--- config.mk ---
export PLATFORM = sky130hd
export DESIGN_NAME = ascii85_stream_decoder
export DESIGN_NICKNAME = d
export VERILOG_FILES = /design/src/hw/rtl/a85_pkg.sv /design/src/hw/rtl/a85_front.sv /design/src/hw/rtl/a85_queue.sv /design/src/hw/rtl/a85_back.sv /design/src/hw/rtl/ascii85_stream_decoder.sv
export SDC_FILE = /design/constraint.sdc
export NUM_CORES = 2
export LEC_CHECK = 0
export ABC_AREA = 1
export BUFFER_PORTS_ARGS = -buffer_cell sky130_fd_sc_hd__buf_4
export CORE_UTILIZATION = 40
export DETAILED_ROUTE_END_ITERATION = 6
export SLEW_MARGIN = 0
export SYNTH_ARGS = -nofsm -noshare
export SYNTH_HDL_FRONTEND = slang
export SYNTH_SLANG_ARGS = --single-unit
--- constraint.sdc ---
create_clock -name clk -period 7.7 [get_ports clk]
set_clock_uncertainty 0.1 [all_clocks]
set_input_delay 0.77 -clock clk [delete_from_list [all_inputs] [get_ports clk]]
set_output_delay 0.77 -clock clk [all_outputs]
set_load 0.01 [all_outputs]
--- src/hw/rtl/a85_pkg.sv ---
// Shared types and constants for the Ascii85 stream decoder.
`default_nettype none

package a85_pkg;

  // Status codes carried on the closing beat of a stream
  typedef enum logic [2:0] {
    ST_OK         = 3'd0,
    ST_Z_IN_GROUP = 3'd1,
    ST_BAD_CHAR   = 3'd2,
    ST_OVERFLOW   = 3'd3,
    ST_LONE       = 3'd4
  } status_t;

  // Character codes
  localparam logic [7:0] CH_FIRST = 8'h21;  // '!' digit 0
  localparam logic [7:0] CH_LAST  = 8'h75;  // 'u' digit 84
  localparam logic [7:0] CH_Z     = 8'h7A;  // 'z' four zero bytes

  // Group geometry
  localparam logic [2:0] GROUP_LAST_DIGIT = 3'd4;  // digit count before the fifth digit
  localparam logic [2:0] GROUP_BYTES      = 3'd4;

  // Padding factors 85^k for a partial group of two, three or four digits
  localparam logic [19:0] PAD_FOR_2 = 20'd614125;
  localparam logic [19:0] PAD_FOR_3 = 20'd7225;
  localparam logic [19:0] PAD_FOR_4 = 20'd85;

  // Port widths
  localparam int IN_TDATA_W  = 8;
  localparam int OUT_TDATA_W = 48;
  localparam int OUT_TUSER_W = 2;

  // One queued job for the output side: up to four bytes, then optionally the status beat
  typedef struct packed {
    logic [31:0] value;       // group value, bytes taken from the top down
    logic [2:0]  nbytes;      // bytes to send, 0..4
    logic        dec;         // value is one above the group (padded flush)
    logic        has_status;  // send the status beat after the bytes
    status_t     code;
    logic [31:0] count;       // saturated byte count for the status beat
  } cmd_t;

endpackage

`default_nettype wire

--- src/hw/rtl/a85_front.sv ---
// Input side: digit classification, group accumulation, error and byte count state.
`default_nettype none

module a85_front (
  input  wire logic          clk,
  input  wire logic          rst_n,
  input  wire logic          accept,
  input  wire logic          kind,
  input  wire logic [7:0]    code_char,
  output logic               push,
  output a85_pkg::cmd_t      cmd
);
  import a85_pkg::*;

  logic [25:0] acc_r, acc_nxt;
  logic [2:0]  dcnt_r, dcnt_nxt;
  status_t     err_r, err_nxt;
  logic [31:0] cnt_r, cnt_nxt;

  logic [6:0]  digit;
  logic [32:0] grp_v;
  logic [26:0] acc_p1;
  logic [19:0] pad_f;
  logic [46:0] prod;
  logic [2:0]  addend;
  logic [32:0] sum;
  logic [31:0] cnt_sat;
  logic        is_digit;

  // Digit value and next group value: acc*85 + d as shifts and adds
  assign digit    = 7'(code_char - CH_FIRST);
  assign is_digit = (code_char >= CH_FIRST) && (code_char <= CH_LAST);
  assign grp_v    = {1'b0, acc_r, 6'b0} + {3'b0, acc_r, 4'b0} + {5'b0, acc_r, 2'b0}
                  + {7'b0, acc_r} + {26'b0, digit};

  // Flush value plus one: (acc+1) * 85^(5-n)
  always_comb begin
    case (dcnt_r)
      3'd2:    pad_f = PAD_FOR_2;
      3'd3:    pad_f = PAD_FOR_3;
      default: pad_f = PAD_FOR_4;
    endcase
  end
  assign acc_p1 = {1'b0, acc_r} + 27'd1;
  assign prod   = {20'b0, acc_p1} * {27'b0, pad_f};

  // Saturating byte count
  assign addend  = kind ? 3'(dcnt_r - 3'd1) : GROUP_BYTES;
  assign sum     = {1'b0, cnt_r} + {30'b0, addend};
  assign cnt_sat = sum[32] ? '1 : sum[31:0];

  // Next state and queued job
  always_comb begin
    acc_nxt  = acc_r;
    dcnt_nxt = dcnt_r;
    err_nxt  = err_r;
    cnt_nxt  = cnt_r;
    push     = 1'b0;
    cmd      = '0;
    if (accept) begin
      if (!kind) begin
        if (err_r == ST_OK) begin
          if (code_char == CH_Z) begin
            if (dcnt_r != 3'd0) begin
              err_nxt = ST_Z_IN_GROUP;
            end else begin
              push       = 1'b1;
              cmd.nbytes = GROUP_BYTES;
              cnt_nxt    = cnt_sat;
            end
          end else if (!is_digit) begin
            err_nxt = ST_BAD_CHAR;
          end else if (dcnt_r == GROUP_LAST_DIGIT) begin
            acc_nxt  = '0;
            dcnt_nxt = '0;
            if (grp_v[32]) begin
              err_nxt = ST_OVERFLOW;
            end else begin
              push       = 1'b1;
              cmd.value  = grp_v[31:0];
              cmd.nbytes = GROUP_BYTES;
              cnt_nxt    = cnt_sat;
            end
          end else begin
            acc_nxt  = grp_v[25:0];
            dcnt_nxt = dcnt_r + 3'd1;
          end
        end
      end else begin
        // End of stream: optional flush, then status; state returns to reset
        push           = 1'b1;
        cmd.has_status = 1'b1;
        cmd.dec        = 1'b1;
        cmd.value      = prod[31:0];
        cmd.code       = err_r;
        cmd.count      = cnt_r;
        if (err_r == ST_OK && dcnt_r == 3'd1) begin
          cmd.code = ST_LONE;
        end else if (err_r == ST_OK && dcnt_r > 3'd1) begin
          if (prod[32]) begin
            cmd.code = ST_OVERFLOW;
          end else begin
            cmd.nbytes = 3'(dcnt_r - 3'd1);
            cmd.count  = cnt_sat;
          end
        end
        acc_nxt  = '0;
        dcnt_nxt = '0;
        err_nxt  = ST_OK;
        cnt_nxt  = '0;
      end
    end
  end

  always_ff @(posedge clk) begin
    if (!rst_n) begin
      acc_r  <= '0;
      dcnt_r <= '0;
      err_r  <= ST_OK;
      cnt_r  <= '0;
    end else begin
      acc_r  <= acc_nxt;
      dcnt_r <= dcnt_nxt;
      err_r  <= err_nxt;
      cnt_r  <= cnt_nxt;
    end
  end

endmodule

`default_nettype wire

--- src/hw/rtl/a85_queue.sv ---
// Short job queue between the input side and the output side.
`default_nettype none

module a85_queue #(
  parameter int DEPTH = 4
) (
  input  wire logic          clk,
  input  wire logic          rst_n,
  input  wire logic          push,
  input  wire a85_pkg::cmd_t din,
  input  wire logic          pop,
  output logic               full,
  output logic               nonempty,
  output a85_pkg::cmd_t      dout
);
  import a85_pkg::*;

  localparam int AW = (DEPTH > 1) ? $clog2(DEPTH) : 1;
  localparam int CW = $clog2(DEPTH + 1);

  cmd_t          mem [DEPTH];
  logic [AW-1:0] wr_ptr_r, wr_ptr_nxt;
  logic [AW-1:0] rd_ptr_r, rd_ptr_nxt;
  logic [CW-1:0] fill_r, fill_nxt;

  assign full     = (fill_r == CW'(DEPTH));
  assign nonempty = (fill_r != '0);
  assign dout     = mem[rd_ptr_r];

  // Pointer and fill bookkeeping
  always_comb begin
    wr_ptr_nxt = wr_ptr_r;
    rd_ptr_nxt = rd_ptr_r;
    fill_nxt   = fill_r;
    if (push) begin
      wr_ptr_nxt = (wr_ptr_r == AW'(DEPTH - 1)) ? '0 : wr_ptr_r + AW'(1);
    end
    if (pop) begin
      rd_ptr_nxt = (rd_ptr_r == AW'(DEPTH - 1)) ? '0 : rd_ptr_r + AW'(1);
    end
    case ({push, pop})
      2'b10:   fill_nxt = fill_r + CW'(1);
      2'b01:   fill_nxt = fill_r - CW'(1);
      default: fill_nxt = fill_r;
    endcase
  end

  always_ff @(posedge clk) begin
    if (!rst_n) begin
      wr_ptr_r <= '0;
      rd_ptr_r <= '0;
      fill_r   <= '0;
    end else begin
      wr_ptr_r <= wr_ptr_nxt;
      rd_ptr_r <= rd_ptr_nxt;
      fill_r   <= fill_nxt;
    end
  end

  // Storage
  always_ff @(posedge clk) begin
    if (push) begin
      mem[wr_ptr_r] <= din;
    end
  end

endmodule

`default_nettype wire

--- src/hw/rtl/a85_back.sv ---
// Output side: splits a queued job into byte beats and the closing status beat.
`default_nettype none

module a85_back (
  input  wire logic                                 clk,
  input  wire logic                                 rst_n,
  input  wire logic                                 q_valid,
  input  wire a85_pkg::cmd_t                        q_cmd,
  output logic                                      q_pop,
  output logic                                      out_tvalid,
  input  wire logic                                 out_tready,
  output logic [a85_pkg::OUT_TDATA_W-1:0]           out_tdata,
  output logic [a85_pkg::OUT_TUSER_W-1:0]           out_tuser,
  output logic                                      out_tlast
);
  import a85_pkg::*;

  logic          busy_r, busy_nxt;
  logic [2:0]    left_r, left_nxt;
  logic          stat_r, stat_nxt;
  logic [31:0]   val_r, val_nxt;
  status_t       code_r, code_nxt;
  logic [31:0]   cnt_r, cnt_nxt;

  logic          is_byte;
  logic          beat_last;
  logic          fire;
  logic          done;

  assign is_byte   = (left_r != 3'd0);
  assign beat_last = (left_r == 3'd1 && !stat_r) || !is_byte;
  assign fire      = busy_r && out_tready;
  assign done      = fire && beat_last;
  assign q_pop     = (!busy_r || done) && q_valid;

  // Beat payload
  assign out_tvalid = busy_r;
  assign out_tlast  = beat_last;
  assign out_tuser  = {!is_byte, is_byte};
  assign out_tdata  = is_byte ? {40'b0, val_r[31:24]}
                              : {5'b0, cnt_r, code_r, 8'b0};

  // Job sequencing
  always_comb begin
    busy_nxt = busy_r;
    left_nxt = left_r;
    stat_nxt = stat_r;
    val_nxt  = val_r;
    code_nxt = code_r;
    cnt_nxt  = cnt_r;
    if (q_pop) begin
      busy_nxt = 1'b1;
      left_nxt = q_cmd.nbytes;
      stat_nxt = q_cmd.has_status;
      val_nxt  = q_cmd.value - {31'b0, q_cmd.dec};
      code_nxt = q_cmd.code;
      cnt_nxt  = q_cmd.count;
    end else if (done) begin
      busy_nxt = 1'b0;
    end else if (fire) begin
      left_nxt = left_r - 3'd1;
      val_nxt  = {val_r[23:0], 8'b0};
    end
  end

  always_ff @(posedge clk) begin
    if (!rst_n) begin
      busy_r <= 1'b0;
    end else begin
      busy_r <= busy_nxt;
    end
  end

  always_ff @(posedge clk) begin
    left_r <= left_nxt;
    stat_r <= stat_nxt;
    val_r  <= val_nxt;
    code_r <= code_nxt;
    cnt_r  <= cnt_nxt;
  end

endmodule

`default_nettype wire

--- src/hw/rtl/ascii85_stream_decoder.sv ---
// Ascii85 decoder top level: input side, job queue and output side.
// A character that completes a group is queued; out_tvalid rises once the output side pops it.
// Throughput: one input beat per cycle unless the queue is full; one output beat per cycle when
// out_tready is high; the QUEUE_DEPTH-job queue absorbs the four beats of a 'z' or fifth digit.
// An end beat gives up to three flush bytes and a status beat (tlast on the final beat).
// Reset (rst_n low, synchronous) clears the group, error and count state and empties the queue.
`default_nettype none

module ascii85_stream_decoder #(
  parameter int QUEUE_DEPTH = 4
) (
  input  wire logic                                 clk,
  input  wire logic                                 rst_n,
  input  wire logic                                 in_tvalid,
  output logic                                      in_tready,
  input  wire logic [a85_pkg::IN_TDATA_W-1:0]       in_tdata,   // [7:0] code_char
  input  wire logic                                 in_tuser,   // [0] kind
  output logic                                      out_tvalid,
  input  wire logic                                 out_tready,
  output logic [a85_pkg::OUT_TDATA_W-1:0]           out_tdata,  // [7:0] data_byte,
                                                                // [10:8] status,
                                                                // [42:11] byte_count
  output logic [a85_pkg::OUT_TUSER_W-1:0]           out_tuser,  // [0] byte_valid,
                                                                // [1] end_of_stream
  output logic                                      out_tlast   // last
);
  import a85_pkg::*;

  logic  q_full;
  logic  q_nonempty;
  logic  q_pop;
  logic  push;
  cmd_t  push_cmd;
  cmd_t  head_cmd;

  assign in_tready = !q_full;

  a85_front u_front (
    .clk       (clk),
    .rst_n     (rst_n),
    .accept    (in_tvalid && in_tready),
    .kind      (in_tuser),
    .code_char (in_tdata),
    .push      (push),
    .cmd       (push_cmd)
  );

  a85_queue #(
    .DEPTH (QUEUE_DEPTH)
  ) u_queue (
    .clk      (clk),
    .rst_n    (rst_n),
    .push     (push),
    .din      (push_cmd),
    .pop      (q_pop),
    .full     (q_full),
    .nonempty (q_nonempty),
    .dout     (head_cmd)
  );

  a85_back u_back (
    .clk        (clk),
    .rst_n      (rst_n),
    .q_valid    (q_nonempty),
    .q_cmd      (head_cmd),
    .q_pop      (q_pop),
    .out_tvalid (out_tvalid),
    .out_tready (out_tready),
    .out_tdata  (out_tdata),
    .out_tuser  (out_tuser),
    .out_tlast  (out_tlast)
  );

endmodule

`default_nettype wire

==> flow_summary.json <==
{
  "worst-slew-pin-transition_ns": 1.07,
  "slowest_delay_ns": 0.57,
  "synth_edf_count": 355,
  "grt_pass1_vias": 25751,
  "reg2reg_depth": 33,
  "cpMaxStageDelayCell": "fa_2",
  "start_util": 0.406,
  "place_congestion": 0.907,
  "ctsHoldBuffers": 0,
  "via_count": 25721,
  "synthArstFlopShare": 0,
  "wl_per_cell_um": 17.3,
  "nets": 4552,
  "end_kind": "register",
  "drt_first_pass_iters": 6,
  "reg2reg_to": "u_queue.mem[0][23]",
  "overflow": 0,
  "place_ws_ns": -0.623,
  "outcome": "finished, final reports clean",
  "dieArea_um2": 84900,
  "final_hold_viol_count": 0,
  "setup_viol": 0,
  "drive_gt1_frac": 0.190,
  "post-route-min-period_ns": 7.63,
  "via_per_inst": 5.06,
  "ir_worst_vdd_mv": 0.342,
  "drt_iter0_drc": 1669,
  "ios": 66,
  "drv_slew": 0,
  "synth_flop_cell": "edfxtp_1",
  "yosysWarningCount": 0,
  "finalWorstSetupSlack_ns": 0.0700,
  "cts-root-buf": "clkbuf_16",
  "path_class": "reg -> reg",
  "worstPathArrival_ns": 7.92,
  "antenna_found_initial": 0,
  "drt_wl_total_um": 88200,
  "synth.most_common_cell": "inv_1",
  "min_from": "u_queue.fill_r[2]",
  "rsz0062_at_grt": "true",
  "grt_max_degree": 79,
  "r2r_start": "u_front.acc_r[1]",
  "drv_cap": 0,
  "placed_cell_area_um2": 37600,
  "finalInstanceArea_um2": 40500,
  "drc": 0,
  "clk_pin_slew_worst_paths_ns": 0.07,
  "clock_path_buffers": 3,
  "io_buffer_count": 60,
  "cp_max_fo": 8,
  "synthTopCellsByCount": "inv_1, nand2_1, nor2_1, edfxtp_1, fa_1",
  "ys_ff_latch": 428,
  "numCtsBuffers": 43,
  "finalPower_uw": 7650,
  "path_common_cell": "fa_1",
  "max_freq_ghz": 0.131,
  "clk-insertion-delay-late_ns": 0.56,
  "ys_top_cells_by_area": "edfxtp_1, fa_1, ha_1",
  "reg2reg_slack_ns": 0.07,
  "n_antenna_cell": 0,
  "yosysTopAreaCell": "edfxtp_1",
  "num-fill-cells": 7617,
  "worstHoldEndpoint": "u_queue.fill_r[2]",
  "detailed_place_hpwl_um": 66300,
  "worstSetupStartpointType": "register",
  "hp-class": "reg -> reg",
  "fin_crit_sh": 0.991,
  "mappedNetlistArea_um2": 33500,
  "grt_util_all_layers": 0.208,
  "p_per_area_nw_per_um2": 189,
  "syn_area_per_cell_um2": 9.22,
  "die_y_um": 291,
  "cp.required_ns": 7.99,
  "cts_sinks": 428,
  "hold_path_depth": 2,
  "yosysSeqAreaShare": 0.362,
  "netlist_instances": 3632,
  "cts_tree": "built",
  "syn2layout_area_growth_pct": 20.8,
  "num_rows": 105,
  "grt_pass1_wl_um": 140000,
  "core_area_um2": 82500,
  "p_leak_uw": 0.0183,
  "layoutNonFillerInstCount": 5088,
  "h-tree-depth": 2,
  "die_w_um": 291,
  "relSlewSlack": 0.283,
  "synth_top_cell_area_share": 0.318,
  "yosys.cell_types.count": 66,
  "placed_cells": 4995,
  "ant_nets": 0
}
==> per-stage QoR <==
stage	utilization	hold slack [ns]	setup TNS, ns
4_1_cts	0.483	0.383	-0.170
6_report	0.491	0.380	0
3_3_place_gp	0.455	0.359	-67.27
3_5_place_dp	0.455	0.372	-77.06
5_1_grt	0.491	0.406	-18.38
2_1_floorplan	-	0.344	-183.08
==> registers in the layout, indices dropped and copies added, names as in the netlist, named ones only <==
| signal | cells |
|---|---|
| u_back.cnt_r | 32 |
| u_back.code_r | 3 |
| u_back.left_r | 3 |
| u_back.out_tvalid | 1 |
| u_back.stat_r | 1 |
| u_back.val_r | 32 |
| u_front.acc_r | 26 |
| u_front.cnt_r | 32 |
| u_front.dcnt_r | 3 |
| u_front.err_r | 2 |
| u_queue.fill_r | 3 |
| u_queue.mem | 284 |
| u_queue.rd_ptr_r | 2 |
| u_queue.wr_ptr_r | 2 |
==> where the power goes <==
group / internal [uW] / switching (uW)
Sequential: 2980 / 125
Clock: 1220 / 920
Combinational: 799 / 1600
Total: 5000 / 2650
==> worst max-delay path by stage <==
stage / start / to / slack (ns) / depth (start not counted)
floorplan: in_tdata[0] / u_queue.mem[0][0] / -0.64 / 25
global placement: u_front.acc_r[0] / u_queue.mem[2][12] / -0.54 / 37
detailed placement: u_front.acc_r[1] / u_queue.mem[3][12] / -0.62 / 32
CTS: u_front.acc_r[1] / u_queue.mem[2][4] / -0.02 / 35
global route: u_front.acc_r[0] / u_queue.mem[0][23] / -0.18 / 38
finish: u_front.acc_r[1] / u_queue.mem[0][23] / 0.07 / 33
==> layout by cell type (no fill, tap or decap), types with 29 or more instances in the layout <==
master     instances
xor2_1            58
nor2_1           350
a32o_1            29
inv_1            633
buf_4            395
a21oi_4           29
nand2_1          529
a21oi_1          187
o22ai_1           42
nand3_1           98
a211oi_1          34
edfxtp_1         355
o21ai_0          168
ha_1             248
fa_1             274
clkbuf_16         44
dfxtp_1           66
==> worst max-delay path: cells and delay by family (launching register included) <==
kind	cells	cell delay, ns
AO/OA/AOI/OAI	6	1.00
adder cells (fa/ha/maj)	8	3.74
XOR/XNOR	1	0.10
flip-flops	1	0.37
buffers and inverters	9	1.07
AND/OR/NAND/NOR	9	1.05
==> per-layer routing <==
| metal | GRT usage | part of all wire | wire length [um] | vias to the layer above |
|---|---|---|---|---|
| met4 | 0.0445 | 0.019 | 1710 | 0 |
| met5 | 0 | 0 | 0 | - |
| li1 | - | - | - | 12577 |
| met2 | 0.351 | 0.47 | 41300 | 585 |
| met3 | 0.0159 | 0.045 | 3960 | 102 |
| met1 | 0.292 | 0.47 | 41200 | 12457 |
==> timing repair <==
item / CTS / global route
pin swaps: 48 / 46
gates cloned: 5 / 0
setup endpoints to repair: 189 / 208
resized for setup: 138 / 140
setup buffers: 6 / 6
==> cell families after synthesis <==
group,after synthesis,synth area share
DFF,428,0.362
and+or+nand+nor,1158,0.145
xor gates and xnor gates,92,0.0246
buffers and inverters,780,0.0899
adders and majority gates,555,0.272
other,1,0.000112
AOI/OAI and AO/OA,618,0.107
==> layout make-up <==
cell class	instances	area, um^2	share of cell area
repair buffers	416	3390	0.0838
inverters	667	2510	0.0621
multi-input cells	2428	19600	0.485
clock inverters	26	303	0.00748
well taps	1070	1340	0.0331
flip-flops and latches	428	12100	0.300
clock buffers	53	1150	0.0285
Power figures use the tool's default switching activity.
